**config.mk**
```make
export PLATFORM = sky130hd
export DESIGN_NAME = midpoint_circle_rasterizer_flat
export DESIGN_NICKNAME = d
export VERILOG_FILES = /design/src/design/mcr_pkg.sv /design/src/design/mcr_if.sv /design/src/design/midpoint_circle_rasterizer.sv /design/src/design/mcr_front.sv /design/src/design/mcr_queue.sv /design/src/design/mcr_back.sv /design/src/flat_wrapper.sv
export SDC_FILE = /design/constraint.sdc
export NUM_CORES = 1
export LEC_CHECK = 0
export BUFFER_PORTS_ARGS = -buffer_cell sky130_fd_sc_hd__clkbuf_2
export CAP_MARGIN = 40
export CORE_MARGIN = 1
export CORE_UTILIZATION = 30
export CTS_CLUSTER_SIZE = 20
export DETAILED_ROUTE_END_ITERATION = 6
export HOLD_SLACK_MARGIN = 0.05
export PLACE_DENSITY = 0.46
export SKIP_LAST_GASP = 1
export SLEW_MARGIN = 25
export SYNTH_ARGS = -nofsm -noshare
export SYNTH_HDL_FRONTEND = slang
export SYNTH_SLANG_ARGS = --single-unit
```
**constraint.sdc**
```tcl
create_clock -name i_clk -period 27.4 [get_ports i_clk]
set_clock_uncertainty 0.05 [all_clocks]
set_input_delay 0 -clock i_clk [delete_from_list [all_inputs] [get_ports i_clk]]
set_output_delay 0 -clock i_clk [all_outputs]
set_load 0.02 [all_outputs]
```
**src/design/mcr_pkg.sv**
```systemverilog
package mcr_pkg;

    localparam int COORD_BITS_DEF = 11;
    localparam int IN_BITS        = 11;
    localparam int OUT_BITS       = 12;
    localparam int CFG_BITS       = 11;
    localparam int CFG_ADDR_BITS  = 1;
    localparam int DEC_BITS       = 16;
    localparam int LANES          = 8;
    localparam int QUEUE_DEPTH    = 2;

    localparam logic [CFG_BITS-1:0] WIDTH_RESET  = 11'd240;
    localparam logic [CFG_BITS-1:0] HEIGHT_RESET = 11'd320;

    localparam logic [DEC_BITS-1:0] DEC_INIT     = 16'd3;
    localparam logic [DEC_BITS-1:0] DEC_STEP_INC = 16'd6;
    localparam logic [DEC_BITS-1:0] DEC_DIAG_INC = 16'd10;

    typedef enum logic {
        REQ_START = 1'b0,
        REQ_STEP  = 1'b1
    } t_req;

    typedef enum logic [1:0] {
        KIND_NONE  = 2'd0,
        KIND_PIXEL = 2'd1,
        KIND_SPAN  = 2'd2
    } t_kind;

    typedef enum logic [CFG_ADDR_BITS-1:0] {
        REG_SCREEN_WIDTH  = 1'b0,
        REG_SCREEN_HEIGHT = 1'b1
    } t_cfg_reg;

    // octant pixel i is dropped when any of its edge-clip bits is set
    localparam logic [LANES-1:0] SKIP_MASK [LANES] = '{
        8'h03, 8'h12, 8'h21, 8'h30, 8'h0C, 8'h48, 8'h84, 8'hC0
    };
    localparam logic [LANES-1:0] FILL_MASK = 8'h0F;

    typedef struct packed {
        logic [OUT_BITS-1:0] px;
        logic [OUT_BITS-1:0] py;
        logic [OUT_BITS-1:0] len;
    } t_entry;

    typedef struct packed {
        t_kind                 kind;
        logic                  finished;
        logic [LANES-1:0]      mask;
        t_entry [LANES-1:0]    entry;
    } t_job;

    typedef struct packed {
        logic full;
        logic empty;
    } t_q_stat;

endpackage

```
**src/design/mcr_if.sv**
```systemverilog
interface mcr_in_if;
    logic                         valid;
    logic                         ready;
    logic                         req_type;
    logic [mcr_pkg::IN_BITS-1:0]  center_x;
    logic [mcr_pkg::IN_BITS-1:0]  center_y;
    logic [mcr_pkg::IN_BITS-1:0]  radius;
    logic                         fill_mode;

    modport source (output valid, req_type, center_x, center_y, radius, fill_mode,
                    input ready);
    modport sink   (input valid, req_type, center_x, center_y, radius, fill_mode,
                    output ready);
endinterface

interface mcr_out_if;
    logic                          valid;
    logic                          ready;
    logic [1:0]                    kind;
    logic [mcr_pkg::OUT_BITS-1:0]  pos_x;
    logic [mcr_pkg::OUT_BITS-1:0]  pos_y;
    logic [mcr_pkg::OUT_BITS-1:0]  span_length;
    logic                          last;
    logic                          finished;

    modport source (output valid, kind, pos_x, pos_y, span_length, last, finished,
                    input ready);
    modport sink   (input valid, kind, pos_x, pos_y, span_length, last, finished,
                    output ready);
endinterface

interface mcr_cfg_if;
    logic                               valid;
    logic                               ready;
    logic [mcr_pkg::CFG_ADDR_BITS-1:0]  addr;
    logic [mcr_pkg::CFG_BITS-1:0]       data;

    modport source (output valid, addr, data, input ready);
    modport sink   (input valid, addr, data, output ready);
endinterface

```
**src/design/midpoint_circle_rasterizer.sv**
```systemverilog
// path: the first word of a step passes through the job queue and then the output register
// throughput: one word per cycle from the back end while the receiver is ready; an outline step
// gives up to 8 words, a fill step 4, a start none; the single output register sends them one by one
// the front takes a request every cycle while the 2-entry job queue has room
// reset: synchronous, active low; clears the circle state and queue, screen size to 240 x 320
module midpoint_circle_rasterizer #(
    parameter int COORD_BITS = mcr_pkg::COORD_BITS_DEF
) (
    input  logic  i_clk,
    input  logic  i_rst_n,
    mcr_in_if.sink     i_in,
    mcr_cfg_if.sink    i_cfg,
    mcr_out_if.source  o_out
);
    import mcr_pkg::*;

    logic     q_push, q_pop;
    t_job     front_job, head_job;
    t_q_stat  q_stat;

    mcr_front #(
        .COORD_BITS (COORD_BITS)
    ) u_front (
        .i_clk    (i_clk),
        .i_rst_n  (i_rst_n),
        .i_in     (i_in),
        .i_cfg    (i_cfg),
        .i_q_stat (q_stat),
        .o_push   (q_push),
        .o_job    (front_job)
    );

    mcr_queue u_queue (
        .i_clk   (i_clk),
        .i_rst_n (i_rst_n),
        .i_push  (q_push),
        .i_job   (front_job),
        .i_pop   (q_pop),
        .o_job   (head_job),
        .o_stat  (q_stat)
    );

    mcr_back u_back (
        .i_clk    (i_clk),
        .i_rst_n  (i_rst_n),
        .i_job    (head_job),
        .i_q_stat (q_stat),
        .o_pop    (q_pop),
        .o_out    (o_out)
    );

    a_queue_stat: assert property (@(posedge i_clk) disable iff (!i_rst_n)
        !(q_stat.full && q_stat.empty))
        else $error("job queue reports full and empty together");

    a_pop_nonempty: assert property (@(posedge i_clk) disable iff (!i_rst_n)
        q_pop |-> !q_stat.empty)
        else $error("back end retired a job from an empty queue");

    a_push_room: assert property (@(posedge i_clk) disable iff (!i_rst_n)
        (q_stat.full && !q_pop) |=> !q_stat.empty)
        else $error("queue lost jobs while full");

    a_none_last: assert property (@(posedge i_clk) disable iff (!i_rst_n)
        (o_out.valid && o_out.kind == KIND_NONE) |-> o_out.last)
        else $error("empty word not marked last");

endmodule

```
**src/design/mcr_front.sv**
```systemverilog
module mcr_front #(
    parameter int COORD_BITS = mcr_pkg::COORD_BITS_DEF
) (
    input  logic              i_clk,
    input  logic              i_rst_n,
    mcr_in_if.sink            i_in,
    mcr_cfg_if.sink           i_cfg,
    input  mcr_pkg::t_q_stat  i_q_stat,
    output logic              o_push,
    output mcr_pkg::t_job     o_job
);
    import mcr_pkg::*;

    // the input fields are only 11 bits wide, so wider settings change nothing
    localparam int CW = (COORD_BITS < IN_BITS) ? COORD_BITS : IN_BITS;
    localparam int SW = CW + 2;

    logic [CFG_BITS-1:0]        r_width, n_width;
    logic [CFG_BITS-1:0]        r_height, n_height;
    logic [CW-1:0]              r_cx, n_cx;
    logic [CW-1:0]              r_cy, n_cy;
    logic signed [SW-1:0]       r_x, n_x;
    logic signed [SW-1:0]       r_y, n_y;
    logic [DEC_BITS-1:0]        r_dec, n_dec;
    logic                       r_fill, n_fill;
    logic                       r_active, n_active;

    logic                       in_acc;
    logic                       is_step;
    logic                       idle;
    logic [CW-1:0]              x, y, rad;
    logic                       x_gt_cx, y_gt_cy, y_gt_cx, x_gt_cy;
    logic [CW-1:0]              l1, t2, l3, t4;
    logic [CW:0]                r5, b6, r7, b8;
    logic [CW:0]                len_a, len_b;
    logic [LANES-1:0]           skip;
    logic [OUT_BITS-1:0]        pix_x [LANES];
    logic [OUT_BITS-1:0]        pix_y [LANES];
    logic signed [SW-1:0]       x_next, y_next;
    logic [DEC_BITS-1:0]        x16, y16;
    logic                       dec_neg;

    assign in_acc      = i_in.valid && i_in.ready;
    assign is_step     = (t_req'(i_in.req_type) == REQ_STEP);
    assign i_in.ready  = !i_q_stat.full;
    assign i_cfg.ready = 1'b1;

    assign idle = !r_active || (r_x > r_y);
    assign x    = r_x[CW-1:0];
    assign y    = r_y[CW-1:0];
    assign rad  = i_in.radius[CW-1:0];

    assign x_gt_cx = x > r_cx;
    assign y_gt_cy = y > r_cy;
    assign y_gt_cx = y > r_cx;
    assign x_gt_cy = x > r_cy;

    // left and top edges clamp at zero
    assign l1 = x_gt_cx ? '0 : r_cx - x;
    assign t2 = y_gt_cy ? '0 : r_cy - y;
    assign l3 = y_gt_cx ? '0 : r_cx - y;
    assign t4 = x_gt_cy ? '0 : r_cy - x;
    assign r5 = {1'b0, r_cx} + {1'b0, x};
    assign b6 = {1'b0, r_cy} + {1'b0, y};
    assign r7 = {1'b0, r_cx} + {1'b0, y};
    assign b8 = {1'b0, r_cy} + {1'b0, x};

    // right minus clamped left: either the full right edge or twice the offset
    assign len_a = x_gt_cx ? r5 : {x, 1'b0};
    assign len_b = y_gt_cx ? r7 : {y, 1'b0};

    assign skip[0] = x_gt_cx;
    assign skip[1] = y_gt_cy;
    assign skip[2] = y_gt_cx;
    assign skip[3] = x_gt_cy;
    assign skip[4] = OUT_BITS'(r5) >= OUT_BITS'(r_width);
    assign skip[5] = OUT_BITS'(b6) >= OUT_BITS'(r_height);
    assign skip[6] = OUT_BITS'(r7) >= OUT_BITS'(r_width);
    assign skip[7] = OUT_BITS'(b8) >= OUT_BITS'(r_height);

    assign pix_x = '{OUT_BITS'(l1), OUT_BITS'(r5), OUT_BITS'(l1), OUT_BITS'(r5),
                     OUT_BITS'(l3), OUT_BITS'(r7), OUT_BITS'(l3), OUT_BITS'(r7)};
    assign pix_y = '{OUT_BITS'(t2), OUT_BITS'(t2), OUT_BITS'(b6), OUT_BITS'(b6),
                     OUT_BITS'(t4), OUT_BITS'(t4), OUT_BITS'(b8), OUT_BITS'(b8)};

    assign dec_neg = r_dec[DEC_BITS-1];
    assign x16     = DEC_BITS'(x);
    assign y16     = DEC_BITS'(y);
    assign x_next  = r_x + SW'(1);
    assign y_next  = dec_neg ? r_y : r_y - SW'(1);

    always_comb begin
        o_job          = '0;
        o_job.kind     = KIND_NONE;
        o_job.finished = 1'b1;
        if (!idle) begin
            o_job.finished = x_next > y_next;
            if (r_fill) begin
                o_job.kind     = KIND_SPAN;
                o_job.mask     = FILL_MASK;
                o_job.entry[0] = '{px: OUT_BITS'(l1), py: OUT_BITS'(t2), len: OUT_BITS'(len_a)};
                o_job.entry[1] = '{px: OUT_BITS'(l1), py: OUT_BITS'(b6), len: OUT_BITS'(len_a)};
                o_job.entry[2] = '{px: OUT_BITS'(l3), py: OUT_BITS'(b8), len: OUT_BITS'(len_b)};
                o_job.entry[3] = '{px: OUT_BITS'(l3), py: OUT_BITS'(t4), len: OUT_BITS'(len_b)};
            end else begin
                o_job.kind = KIND_PIXEL;
                for (int i = 0; i < LANES; i++) begin
                    o_job.mask[i]      = (skip & SKIP_MASK[i]) == '0;
                    o_job.entry[i].px  = pix_x[i];
                    o_job.entry[i].py  = pix_y[i];
                    o_job.entry[i].len = '0;
                end
            end
        end
    end

    assign o_push = in_acc && is_step;

    always_comb begin
        n_width  = r_width;
        n_height = r_height;
        n_cx     = r_cx;
        n_cy     = r_cy;
        n_x      = r_x;
        n_y      = r_y;
        n_dec    = r_dec;
        n_fill   = r_fill;
        n_active = r_active;
        if (i_cfg.valid && i_cfg.ready) begin
            case (t_cfg_reg'(i_cfg.addr))
                REG_SCREEN_WIDTH:  n_width  = i_cfg.data;
                REG_SCREEN_HEIGHT: n_height = i_cfg.data;
                default: ;
            endcase
        end
        if (in_acc) begin
            if (!is_step) begin
                n_cx     = i_in.center_x[CW-1:0];
                n_cy     = i_in.center_y[CW-1:0];
                n_fill   = i_in.fill_mode;
                n_x      = '0;
                n_y      = $signed({2'b00, rad});
                n_dec    = DEC_INIT - (DEC_BITS'(rad) << 1);
                n_active = 1'b1;
            end else if (!idle) begin
                n_x   = x_next;
                n_y   = y_next;
                n_dec = dec_neg ? r_dec + (x16 << 2) + DEC_STEP_INC
                                : r_dec + ((x16 - y16) << 2) + DEC_DIAG_INC;
            end
        end
    end

    always_ff @(posedge i_clk) begin
        if (!i_rst_n) begin
            r_width  <= WIDTH_RESET;
            r_height <= HEIGHT_RESET;
            r_cx     <= '0;
            r_cy     <= '0;
            r_x      <= '0;
            r_y      <= '0;
            r_dec    <= '0;
            r_fill   <= 1'b0;
            r_active <= 1'b0;
        end else begin
            r_width  <= n_width;
            r_height <= n_height;
            r_cx     <= n_cx;
            r_cy     <= n_cy;
            r_x      <= n_x;
            r_y      <= n_y;
            r_dec    <= n_dec;
            r_fill   <= n_fill;
            r_active <= n_active;
        end
    end

endmodule

```
**src/design/mcr_queue.sv**
```systemverilog
module mcr_queue (
    input  logic              i_clk,
    input  logic              i_rst_n,
    input  logic              i_push,
    input  mcr_pkg::t_job     i_job,
    input  logic              i_pop,
    output mcr_pkg::t_job     o_job,
    output mcr_pkg::t_q_stat  o_stat
);
    import mcr_pkg::*;

    localparam int PW   = (QUEUE_DEPTH > 1) ? $clog2(QUEUE_DEPTH) : 1;
    localparam int CNTW = $clog2(QUEUE_DEPTH + 1);

    t_job               r_mem [QUEUE_DEPTH];
    logic [PW-1:0]      r_wr, n_wr;
    logic [PW-1:0]      r_rd, n_rd;
    logic [CNTW-1:0]    r_count, n_count;
    logic               do_push, do_pop;

    assign o_stat.full  = (r_count == CNTW'(QUEUE_DEPTH));
    assign o_stat.empty = (r_count == '0);
    assign do_push      = i_push && !o_stat.full;
    assign do_pop       = i_pop && !o_stat.empty;
    assign o_job        = r_mem[r_rd];

    always_comb begin
        n_wr    = r_wr;
        n_rd    = r_rd;
        n_count = r_count;
        if (do_push) begin
            n_wr = (r_wr == PW'(QUEUE_DEPTH - 1)) ? '0 : r_wr + PW'(1);
        end
        if (do_pop) begin
            n_rd = (r_rd == PW'(QUEUE_DEPTH - 1)) ? '0 : r_rd + PW'(1);
        end
        if (do_push && !do_pop) begin
            n_count = r_count + CNTW'(1);
        end else if (do_pop && !do_push) begin
            n_count = r_count - CNTW'(1);
        end
    end

    always_ff @(posedge i_clk) begin
        if (do_push) begin
            r_mem[r_wr] <= i_job;
        end
    end

    always_ff @(posedge i_clk) begin
        if (!i_rst_n) begin
            r_wr    <= '0;
            r_rd    <= '0;
            r_count <= '0;
        end else begin
            r_wr    <= n_wr;
            r_rd    <= n_rd;
            r_count <= n_count;
        end
    end

endmodule

```
**src/design/mcr_back.sv**
```systemverilog
module mcr_back (
    input  logic              i_clk,
    input  logic              i_rst_n,
    input  mcr_pkg::t_job     i_job,
    input  mcr_pkg::t_q_stat  i_q_stat,
    output logic              o_pop,
    mcr_out_if.source         o_out
);
    import mcr_pkg::*;

    logic [LANES-1:0]       r_done, n_done;
    logic                   r_valid, n_valid;
    logic [1:0]             r_kind;
    logic [OUT_BITS-1:0]    r_px, r_py, r_len;
    logic                   r_last, r_fin;

    logic [LANES-1:0]       rem, sel;
    logic                   load, last;
    t_entry                 pick;

    // entries of the head job still to be sent, lowest first
    assign rem  = i_job.mask & ~r_done;
    assign sel  = rem & (~rem + LANES'(1));
    assign last = (rem & ~sel) == '0;
    assign load = !i_q_stat.empty && (!r_valid || o_out.ready);
    assign o_pop = load && last;

    always_comb begin
        pick = '0;
        for (int i = 0; i < LANES; i++) begin
            if (sel[i]) begin
                pick = pick | i_job.entry[i];
            end
        end
    end

    always_comb begin
        n_done  = r_done;
        n_valid = r_valid;
        if (load) begin
            n_valid = 1'b1;
            n_done  = last ? '0 : (r_done | sel);
        end else if (o_out.ready) begin
            n_valid = 1'b0;
        end
    end

    always_ff @(posedge i_clk) begin
        if (!i_rst_n) begin
            r_done  <= '0;
            r_valid <= 1'b0;
        end else begin
            r_done  <= n_done;
            r_valid <= n_valid;
        end
    end

    // a job with nothing to draw still sends one empty word
    always_ff @(posedge i_clk) begin
        if (load) begin
            r_kind <= (rem == '0) ? KIND_NONE : i_job.kind;
            r_px   <= pick.px;
            r_py   <= pick.py;
            r_len  <= pick.len;
            r_last <= last;
            r_fin  <= i_job.finished;
        end
    end

    assign o_out.valid       = r_valid;
    assign o_out.kind        = r_kind;
    assign o_out.pos_x       = r_px;
    assign o_out.pos_y       = r_py;
    assign o_out.span_length = r_len;
    assign o_out.last        = r_last;
    assign o_out.finished    = r_fin;

endmodule

```
**src/flat_wrapper.sv**
```systemverilog
// flat-port wrapper written by rule: the top's interface ports become plain ports
module midpoint_circle_rasterizer_flat import mcr_pkg::*;
#(
    parameter int COORD_BITS = mcr_pkg::COORD_BITS_DEF
)
  (i_clk, i_rst_n, i_in_valid, i_in_req_type, i_in_center_x, i_in_center_y, i_in_radius, i_in_fill_mode, i_in_ready, i_cfg_valid, i_cfg_addr, i_cfg_data, i_cfg_ready, o_out_valid, o_out_kind, o_out_pos_x, o_out_pos_y, o_out_span_length, o_out_last, o_out_finished, o_out_ready);
  mcr_in_if i_in_i ();
  mcr_cfg_if i_cfg_i ();
  mcr_out_if o_out_i ();
  input  logic i_clk;
  input  logic i_rst_n;
  input wire logic [$bits(i_in_i.valid)-1:0] i_in_valid;
  input wire logic [$bits(i_in_i.req_type)-1:0] i_in_req_type;
  input wire logic [$bits(i_in_i.center_x)-1:0] i_in_center_x;
  input wire logic [$bits(i_in_i.center_y)-1:0] i_in_center_y;
  input wire logic [$bits(i_in_i.radius)-1:0] i_in_radius;
  input wire logic [$bits(i_in_i.fill_mode)-1:0] i_in_fill_mode;
  output wire logic [$bits(i_in_i.ready)-1:0] i_in_ready;
  input wire logic [$bits(i_cfg_i.valid)-1:0] i_cfg_valid;
  input wire logic [$bits(i_cfg_i.addr)-1:0] i_cfg_addr;
  input wire logic [$bits(i_cfg_i.data)-1:0] i_cfg_data;
  output wire logic [$bits(i_cfg_i.ready)-1:0] i_cfg_ready;
  output wire logic [$bits(o_out_i.valid)-1:0] o_out_valid;
  output wire logic [$bits(o_out_i.kind)-1:0] o_out_kind;
  output wire logic [$bits(o_out_i.pos_x)-1:0] o_out_pos_x;
  output wire logic [$bits(o_out_i.pos_y)-1:0] o_out_pos_y;
  output wire logic [$bits(o_out_i.span_length)-1:0] o_out_span_length;
  output wire logic [$bits(o_out_i.last)-1:0] o_out_last;
  output wire logic [$bits(o_out_i.finished)-1:0] o_out_finished;
  input wire logic [$bits(o_out_i.ready)-1:0] o_out_ready;
  assign i_in_i.valid = i_in_valid;
  assign i_in_i.req_type = i_in_req_type;
  assign i_in_i.center_x = i_in_center_x;
  assign i_in_i.center_y = i_in_center_y;
  assign i_in_i.radius = i_in_radius;
  assign i_in_i.fill_mode = i_in_fill_mode;
  assign i_in_ready = i_in_i.ready;
  assign i_cfg_i.valid = i_cfg_valid;
  assign i_cfg_i.addr = i_cfg_addr;
  assign i_cfg_i.data = i_cfg_data;
  assign i_cfg_ready = i_cfg_i.ready;
  assign o_out_valid = o_out_i.valid;
  assign o_out_kind = o_out_i.kind;
  assign o_out_pos_x = o_out_i.pos_x;
  assign o_out_pos_y = o_out_i.pos_y;
  assign o_out_span_length = o_out_i.span_length;
  assign o_out_last = o_out_i.last;
  assign o_out_finished = o_out_i.finished;
  assign o_out_i.ready = o_out_ready;
  midpoint_circle_rasterizer #(.COORD_BITS(COORD_BITS)) u_core (.i_clk(i_clk), .i_rst_n(i_rst_n), .i_in(i_in_i), .i_cfg(i_cfg_i), .o_out(o_out_i));
endmodule
```
After elaboration in Yosys (flattened, before gate mapping)
Memory sizes are Yosys's and may differ from the RTL's. A register that Yosys moved wholly into a read port is not among the register bits.
Index checks and enable logic that the tools add are counted.
{"block": "totals", "reg_bits": 141, "ram_bits": 598, "inputBits": 52, "output_inout_bits": 43, "elab_cells": 141, "n_memories": 1}
{"name": "u_core.u_queue.r_mem", "depth": 2, "word_bits": 299, "rd": 1, "rd_clocked_by_memory_dff": 1, "write_ports": 1, "line_no": "mcr_queue.sv:15", "rtl": "t_job r_mem [QUEUE_DEPTH];"}
{"block": "classes", "add_sub_neg": 21, "n_lt_le_gt_ge": 10, "eq_ne": 2, "mux": 38, "bitwise_logic": 16, "reduce_logical": 33}
{"operator": "two-way mux 299 bit", "n": 1}
{"operator": "two-way mux 144 bit", "n": 2}
{"operator": "two-way mux 36 bit", "n": 8}
{"operator": "bitwise OR 36 bit", "n": 7}
{"operator": "zero test 8 bit", "n": 10}
{"operator": "two-way mux 13 bit", "n": 5}
{"operator": "adder 11 x 11 -> 12 bit", "n": 4}
{"operator": ">= comparator 12 x 11 -> 1 bit", "n": 4}
{"operator": "two-way mux 16 bit", "n": 3}
{"operator": "> comparator 11 bit", "n": 4}
{"operator": "two-way mux 11 bit", "n": 4}
{"operator": "subtractor 11 bit", "n": 4}
{"operator": "> comparator 13 bit", "n": 2}
{"operator": "bitwise AND 8 bit", "n": 3}
{"operator": "two-way mux 12 bit", "n": 2}
{"operator": "NOT 8 bit", "n": 3}
{"operator": "adder 16 x 13 -> 16 bit", "n": 1}
{"operator": "adder 16 bit", "n": 1}
{"operator": "adder 16 x 3 -> 16 bit, second input constant", "n": 1}
{"operator": "adder 16 x 4 -> 16 bit, second input constant", "n": 1}
{"operator": "two-way mux 8 bit", "n": 2}
{"operator": "adder 13 x 2 -> 13 bit, second input constant", "n": 1}
{"operator": "subtractor 13 x 2 -> 13 bit, second input constant", "n": 1}
{"operator": "subtractor 2 x 12 -> 13 bit, first input constant", "n": 1}
{"operator": "17 further kinds", "n": 45}

Depth between registers and ports, before layout
Gate-level depths: netlist of the first run.
{"block": "depth", "word_depth": 20, "ltp_mapped": 19, "depth_no_buf": 19}

Modules after synthesis
A second synthesis of the first run with hierarchy kept.
{"block": "hier_totals", "hier_cells": 3208, "area_unflattened_um2": 40079.7}
{"module": "mcr_queue", "n_inst": 1, "cells_per_inst": 955, "area_each_um2": 22616.7, "seq_area_each_um2": 18057.3}
{"module": "mcr_front", "n_inst": 1, "cells_per_inst": 1893, "area_each_um2": 13892.1, "seq_area_each_um2": 1741.7}
{"module": "mcr_back", "n_inst": 1, "cells_per_inst": 360, "area_each_um2": 3570.9, "seq_area_each_um2": 1381.3}

Worst setup path after synthesis of the first run
No wires, ideal clock.
{"block": "synth_path", "path_type": "reg2reg", "from": "register u_core.u_queue.r_count[0]", "to": "memory u_core.u_queue.r_mem[0][100] in the netlist's numbering, enable pin", "setup_time_ns": 0.709, "arrival_time_ns": 8.205, "t_required_ns": 26.641, "path_slack_ns": 18.436, "stages_incl_launch_ff": 5, "n_path_buf": 0, "synth_period_minus_slack_ns": 8.964, "path_cell_list": "dfxtp_1 nand2b_1 and2_1 nand2_1 nor2_1"}
{"block": "synth_via", "elab_chain_cells": 7}
{"item": "from (decl)", "line_no": "mcr_queue.sv:18", "rtl": "logic [CNTW-1:0] r_count, n_count;"}
{"item": "from (signal assigned)", "line_no": "mcr_queue.sv:58", "rtl": "r_count <= n_count;"}
{"item": "== test 2 bit (*)", "line_no": "mcr_queue.sv:21", "rtl": "assign o_stat.full = (r_count == CNTW'(QUEUE_DEPTH));"}
{"item": "zero test 1 bit (*)", "line_no": "mcr_front.sv:45", "rtl": "assign i_in.ready = !i_q_stat.full;"}
{"item": "net i_in_ready", "line_no": "flat_wrapper.sv:18", "rtl": "output wire logic [$bits(i_in_i.ready)-1:0] i_in_ready;"}
{"item": "logical AND 1 bit", "line_no": "mcr_front.sv:43", "rtl": "assign in_acc = i_in.valid && i_in.ready;"}
{"item": "logical AND 1 bit", "line_no": "mcr_front.sv:117", "rtl": "assign o_push = in_acc && is_step;"}
{"item": "logical AND 1 bit (*)", "line_no": "mcr_queue.sv:23", "rtl": "assign do_push = i_push && !o_stat.full;"}
{"item": "two-way mux 1 bit (*)", "line_no": "mcr_queue.sv:45", "rtl": "if (do_push) begin"}
{"item": "two-way mux 1 bit (not written as such) (*)", "line_no": "mcr_queue.sv:46", "rtl": "r_mem[r_wr] <= i_job;"}
{"item": "to (decl)", "line_no": "mcr_queue.sv:15"}
Mark *: on every way through the listed nets, which the timed path passes. The rest lies on a longest branch.

==> results.ini, run 1 <==
[pwr]
sw_frac_of_total_pct=32.9
peakVddDrop_uv=45.0
pwr-share-comb_pct=27.5
pwr-share-seq_pct=38.5
p_total_uw=2290
p_leak_uw=0.0118
p_per_area_nw_per_um2=71.6
p_sw_uw=755
power_frac_clock_pct=34.0
intPower_uw=1540

[global_route]
grt_pass1_wl_microns=139000
grt_usage_pct=20.7
grtUsageMet3_pct=2.69
antenna_found_initial=0
grt.overflow.total=0
grt_start_max_net_pins=158
met2_usage_pct=33.7
met1_usage_pct=29.0
grt_pass1_vias=20734
gr-max-usage-layer=met2

[critical_path]
crit_arrival_ps=5350
cp.required_ps=27810
crit_fanout=30
end_kind=register
r2r_cells=12
crit_start=u_core.u_front.r_y[1]
reg2reg_from=u_core.u_front.r_y[1]
critPathKind=register to register
setup.worst_path.start_class=register
reg2reg_setup_slack_ps=22460

[routing]
drt_pass1_iterations=7
wl_per_cell_microns=24.5
drtIter0Drc=1911
wl_microns=96200
drtAntennaViolNets=0
drc=0
avgViaCountPerCell=5.32
vias=20898

[logic_synthesis]
ys_types=81
ys_seq_area_share_pct=50.1
yosysWarningCount=0
synth.avg_cell_area_sq_um=10.7
synth-edff-count=386
async_flop_share_pct=0
synth_xor_area_share_pct=4.09
ys_ff_latch=487
synth_top_family_by_area=compound AO/OA/AOI/OAI gates
yosys-mux-area-fraction_pct=4.24
syn_area_sq_um=27200
yosys.area_share.simple_pct=12.0
synthAdderAreaFrac_pct=10.6
synth_compound_area_share_pct=15.5
netlist_instances=2540
synth_ff_type=edfxtp_1
syn_nets=2814

[final_layout]
drive_above_1_share_pct=10.6
nFillCells=8915
antenna_cells=0
final_util_pct=35.7
syn_to_final_growth_pct=17.9
nets=2980

[sta]
setup_viol=0
rsz0062_at_grt=no
finalSetupTns_ps=0
fin_crit_sh_pct=18.0
period_minus_slack_ps=4940
worst_pin_slew_ps=1030
slew_headroom_pct=31.1
slew_violations=0
hold_viol=0
clock.fmax_ghz=0.203

[clock_tree]
clkTransAtPathRegs_ps=60
cts.sinks=487
cts_tree=yes
clk_latency_ps=640
cts_buffers=57
postCtsResizedCells=0
cts_max_level=2
clock_path_buffers=3
cts_root_buf=clkbuf_16

[die]
core_area_sq_um=89900
die_y_microns=303
ios=95
die_x_microns=303
rows=110
dieArea_sq_um=91900
start_util_pct=30.3

[outcome]
run_status=completed

[placed_design]
gp_congestion=0.913
io_buffers=93
dpl.hpwl_microns=70200

[job]
maxCapViolations=0

[hold_path]
min_delay_path_depth=4
min_path_type=input pin to register
hp-start=i_in_center_x[8]

## power by group through the flow
stage	Clock [uW]	Sequential, uW	Combinational, uW
final	781	883	631
after detailed placement	0	899	613
after floorplan	0	909	383
after CTS	799	883	625
after global routing	823	888	682
after global placement	0	898	603
## worst max-delay path, cell delays in order (launching register included)
cell      delay (ps)
dfxtp_1          520
inv_1            320
ha_1             390
nor2b_1          160
o31a_1           270
o31ai_1          370
a311oi_1         220
nor2_2           560
nand2_1          490
buf_4            450
inv_1            450
nand2_1          230
o22ai_1          250
## area by class of cell
cell class	count	area [sq um]	share of cell area (%)
Multi-Input combinational cell	1804	12700	39.7
Sequential cell	487	13600	42.5
Tap cell	1176	1470	4.59
Clock inverter	23	279	0.870
Timing Repair Buffer	231	1870	5.83
Clock buffer	84	1640	5.12
Inverter	125	469	1.46
## kinds of logic after synthesis
family / count (synthesis)
AOI/OAI and AO/OA: 642
xor gates and xnor gates: 127
adders and majority gates: 223
buffers and inverters: 249
DFF: 487
muxes: 113
other: 1
and+or+nand+nor: 698
## cell usage after synthesis (51+ instances only)
master    instances  area (sq um)
clkbuf_1         98           368
xnor2_1          82           718
nor2_1          229           860
edfxtp_1        386         11600
dfxtp_1         101          2020
mux2i_1          96           961
o21ai_0          72           360
inv_1           123           462
o22ai_1          51           319
ha_1            211          2640
nand2_1         196           736
a21oi_1         207          1040
nor3_1           62           310
## sequential cells by signal, indices dropped and copies added (netlist names), 12 cells and up, named ones only
| signal | count |
|---|---|
| u_core.u_back.o_out.span_length | 12 |
| u_core.u_queue.r_mem | 346 |
| u_core.u_front.r_x | 13 |
| u_core.u_back.o_out.pos_x | 12 |
| u_core.u_front.r_y | 13 |
| u_core.u_front.r_dec | 15 |
| u_core.u_back.o_out.pos_y | 12 |
## path summary, 6_finish.rpt
| path | to |
|---|---|
| setup / recovery | u_core.u_queue.r_mem[0][98] |
| hold / removal | u_core.u_front.r_cx[8] |
| hold reg to reg | u_core.u_front.r_width[1] |
| setup reg to reg | u_core.u_queue.r_mem[0][98] |
## per-stage QoR
| step | setup slack, ps | area [sq um] | cells | hold slack [ps] |
|---|---|---|---|---|
| after floorplan | 18440 | 27200 | 2540 | 86.0 |
| after global placement | 22520 | 29100 | 3727 | 173 |
| after detailed placement | 22600 | 29300 | 3739 | 186 |
| after CTS | 22570 | 32000 | 3924 | 66.8 |
| after global routing | 22180 | 32100 | 3930 | 121 |
| final | 22460 | 32100 | 3930 | 111 |
## layout by cell type, fill, tap and decap left out, drive strengths merged, types with 41 or more instances in the layout
cell type	n
xor2	45
ha	211
a21oi	208
nand2b	41
dfxtp	101
a211oi	41
dlygate4sd3	79
clkbuf	178
nor3	64
inv	126
edfxtp	386
o22ai	51
o21ai	75
xnor2	82
mux2i	96
nand2	197
buf	58
nor2	230
## timing repair
item,CTS,global route
endpoints found under the hold margin,76,21
hold buffers,78,1
setup buffers,0,0
## per-layer routing
metal	up-vias	part of all wire, %
li1	9738	-
met1	10365	46
met2	677	46
met3	118	5.6
met4	0	2.4
met5	-	0
Power figures use the tool's default switching activity.
==> inputs of run 2 (changes only) <==
--- a/config.mk
+++ b/config.mk
@@ -5,6 +5,7 @@
 export SDC_FILE = /design/constraint.sdc
 export NUM_CORES = 1
 export LEC_CHECK = 0
+export ABC_AREA = 1
 export BUFFER_PORTS_ARGS = -buffer_cell sky130_fd_sc_hd__clkbuf_2
 export CAP_MARGIN = 40
 export CORE_MARGIN = 1
@@ -12,7 +13,7 @@
 export CTS_CLUSTER_SIZE = 20
 export DETAILED_ROUTE_END_ITERATION = 6
 export HOLD_SLACK_MARGIN = 0.05
-export PLACE_DENSITY = 0.46
+export PLACE_DENSITY = 0.48
 export SKIP_LAST_GASP = 1
 export SLEW_MARGIN = 25
 export SYNTH_ARGS = -nofsm -noshare
==> constraint.sdc (replaced) <==
create_clock -name i_clk -period 4.1 [get_ports i_clk]
set_clock_uncertainty 0.05 [all_clocks]
set_input_delay 0 -clock i_clk [delete_from_list [all_inputs] [get_ports i_clk]]
set_output_delay 0 -clock i_clk [all_outputs]
set_load 0.02 [all_outputs]
==> run 2 against run 1 <==
Compared with the run above:
- flip-flop and latch count did not move
- worst hold slack got worse by 26 ps
- synthesized area is 6.0% higher
- largest power group unchanged
==> results.ini, run 2 <==
[final_layout]
final_util_pct=35.9
top_register=u_core.u_queue.r_mem
instances_no_fill=4885
final_cell_mix=814 x nand2_1, 386 x edfxtp_1, 344 x nor2_1
final_common_cell=nand2_1
nFillCells=9872
syn_to_final_growth_pct=18.4
antenna_cells=0
nets=3850
design_area_sq_um=34100
top_regs=u_core.u_queue.r_mem: 346 flops, u_core.u_front.r_dec: 15 flops
drive_above_1_share_pct=10.0
largest_register_ffs=346

[logic_synthesis]
synthAdderAreaFrac_pct=9.92
ys_ff_latch=487
synth_xor_area_share_pct=2.19
yosys-mux-area-fraction_pct=1.60
yosysWarningCount=0
synth.area.top_cells=edfxtp_1 40%, nand2_1 11%, ha_1 9.2%
synth.avg_cell_area_sq_um=8.59
syn_nets=3628
ys_types=55
netlist_instances=3354
synth_top_area_share_pct=40.2
async_flop_share_pct=0
yosys.area_share.simple_pct=21.1
synth_compound_area_share_pct=11.7
synth.most_common_cell=nand2_1
synthTopCellsByCount=817 x nand2_1, 386 x edfxtp_1, 347 x nor2_1
synth_ff_type=edfxtp_1
syn_area_sq_um=28800
synth-edff-count=386
synth_top_family_by_area=simple AND/OR/NAND/NOR gates
ys_seq_area_share_pct=47.2
synth_top_area_cell=edfxtp_1

[sta]
slew_violations=0
worst_pin_slew_ps=818
finalSetupTns_ps=0
rsz0062_at_grt=no
period_minus_slack_ps=3820
clock.fmax_ghz=0.261
hold_viol=0
setup_viol=0
setup_ws_ps=276
slew_headroom_pct=45.4
fin_crit_sh_pct=93.3

[routing]
avgViaCountPerCell=4.96
drt_pass1_iterations=6
wl_per_cell_microns=20.9
drtAntennaViolNets=0
wl_microns=102000
drc=0
vias=24251
drtIter0Drc=1833

[pwr]
intPower_uw=9950
power_frac_clock_pct=33.2
p_per_area_nw_per_um2=445
pwr-share-seq_pct=38.4
p_leak_uw=0.0144
p_sw_uw=5240
peakVddDrop_uv=360
pwr-share-comb_pct=28.4
sw_frac_of_total_pct=34.5

[global_route]
grt_pass1_vias=23395
grt_pass1_wl_microns=151000
grt.overflow.total=0
grt_start_max_net_pins=64
antenna_found_initial=0
grt_usage_pct=20.6

[die]
die_y_microns=312
rows=113
dieArea_sq_um=97300
die_x_microns=312
core_area_sq_um=95000
start_util_pct=30.3
ios=95

[placed_design]
io_buffers=93
dpl.hpwl_microns=75900
placed_cell_area_sq_um=31300
place_ws_ps=442
gp_congestion=0.908
dp_cells=4692

[critical_path]
worst-path-buf-inv=5
cp.required_ps=4600
critPathKind=register to register
end_kind=register
reg2reg_setup_slack_ps=280
reg2reg_from=u_core.u_front.r_y[4]
r2r_end=u_core.u_front.r_dec[11]
setup.worst_path.start_class=register
r2r_cells=23
cp_top_family=adder cells
crit_path_frequent_cell=nand2_1
slowest_delay_ps=550
slowest_stage=dlygate4sd3_1
crit_chain=inv_1, ha_1, inv_1, nor3_1, nand2_1, o211ai_1, xor2_1, ha_1, ha_2, nand2_2, inv_1, nand2_1, nand2_1, a21oi_2, inv_1, nand2_1, nand3_1, nand2_1, nand2_1, nand2_1, dlygate4sd3_1, nor2_1, nor2_1
crit_arrival_ps=4320
worst-path-stages=23
crit_fanout=6

[clock_tree]
clkTransAtPathRegs_ps=60
cts.sinks=487
clk_latency_ps=660
clock_path_buffers=3
cts_tree=yes
cts_max_level=2
cts_root_buf=clkbuf_16
cts_buffers=58

[hold_path]
whs_endpoint=u_core.u_front.r_cx[3]
min_delay_path_depth=4
min_path_type=input pin to register
hp-start=i_in_center_x[3]

[job]
maxCapViolations=0

[outcome]
run_status=completed

==> run 2: area by class of cell <==
| cell class | instances | area, sq um | share of cell area, % |
|---|---|---|---|
| Inverter | 320 | 1210 | 3.54 |
| Tap cell | 1265 | 1580 | 4.64 |
| Clock inverter | 24 | 259 | 0.759 |
| Sequential cell | 487 | 13600 | 39.9 |
| Clock buffer | 80 | 1570 | 4.61 |
| Timing Repair Buffer | 297 | 2370 | 6.95 |
| Multi-Input combinational cell | 2412 | 13500 | 39.6 |
==> run 2: worst max-delay path by stage <==
stage	endpoint	start	slack [ps]
3_5_place_dp	u_core.u_front.r_dec[15]	u_core.u_front.r_x[0]	440
2_1_floorplan	u_core.u_queue.r_mem[0][100]	u_core.u_queue.r_count[0]	-1860
5_1_grt	u_core.u_front.r_dec[11]	u_core.u_front.r_x[0]	20
4_1_cts	u_core.u_front.r_dec[11]	u_core.u_front.r_x[0]	130
6_report	u_core.u_front.r_dec[11]	u_core.u_front.r_y[4]	280
3_3_place_gp	u_core.u_front.r_dec[15]	u_core.u_front.r_x[0]	440
==> run 2: cells by family (layout without fill, tap and decap cells) <==
group	after synthesis	after routing
AND/OR/NAND/NOR	1467	1467
AO/OA/AOI/OAI	604	604
flip-flops	487	487
buffers and inverters	455	721
adder cells (fa/ha/maj)	222	222
XOR/XNOR	72	72
multiplexers	46	46
other	1	1
==> run 2: per-layer routing <==
metal / track usage, % / part of all wire, %
met1: 28.7 / 46
met2: 33.8 / 46
met3: 2.47 / 5.3
met4: 5.49 / 2.5
met5: 0 / 0
==> run 2: power groups by stage <==
stage	combinational, uW	sequential (uW)	clock, uW
final	4320	5830	5040
after detailed placement	4130	5940	0
after floorplan	2520	6010	0
after global routing	4760	5860	5320
after global placement	4150	5930	0
after CTS	4230	5840	5140
==> run 2: metrics by stage <==
step                hold WS (ps)  power [uW]
finish                      84.7       15200
global route                 103       15900
CTS                         50.5       15200
detailed placement           184       10100
global placement             183       10100
floorplan                   80.4        8530
==> run 2: tightest hold or removal path: cells and delay by family <==
| family | cells | cell delay, ps |
|---|---|---|
| AND/OR/NAND/NOR | 2 | 130 |
| buffers and inverters | 2 | 610 |
==> run 2: what timing repair did <==
action / CTS / global route
hold endpoints to repair: 82 / 0
resized for setup: 0 / 19
hold buffers: 87 / 0
setup buffers: 0 / 2
setup endpoints to repair: 0 / 4
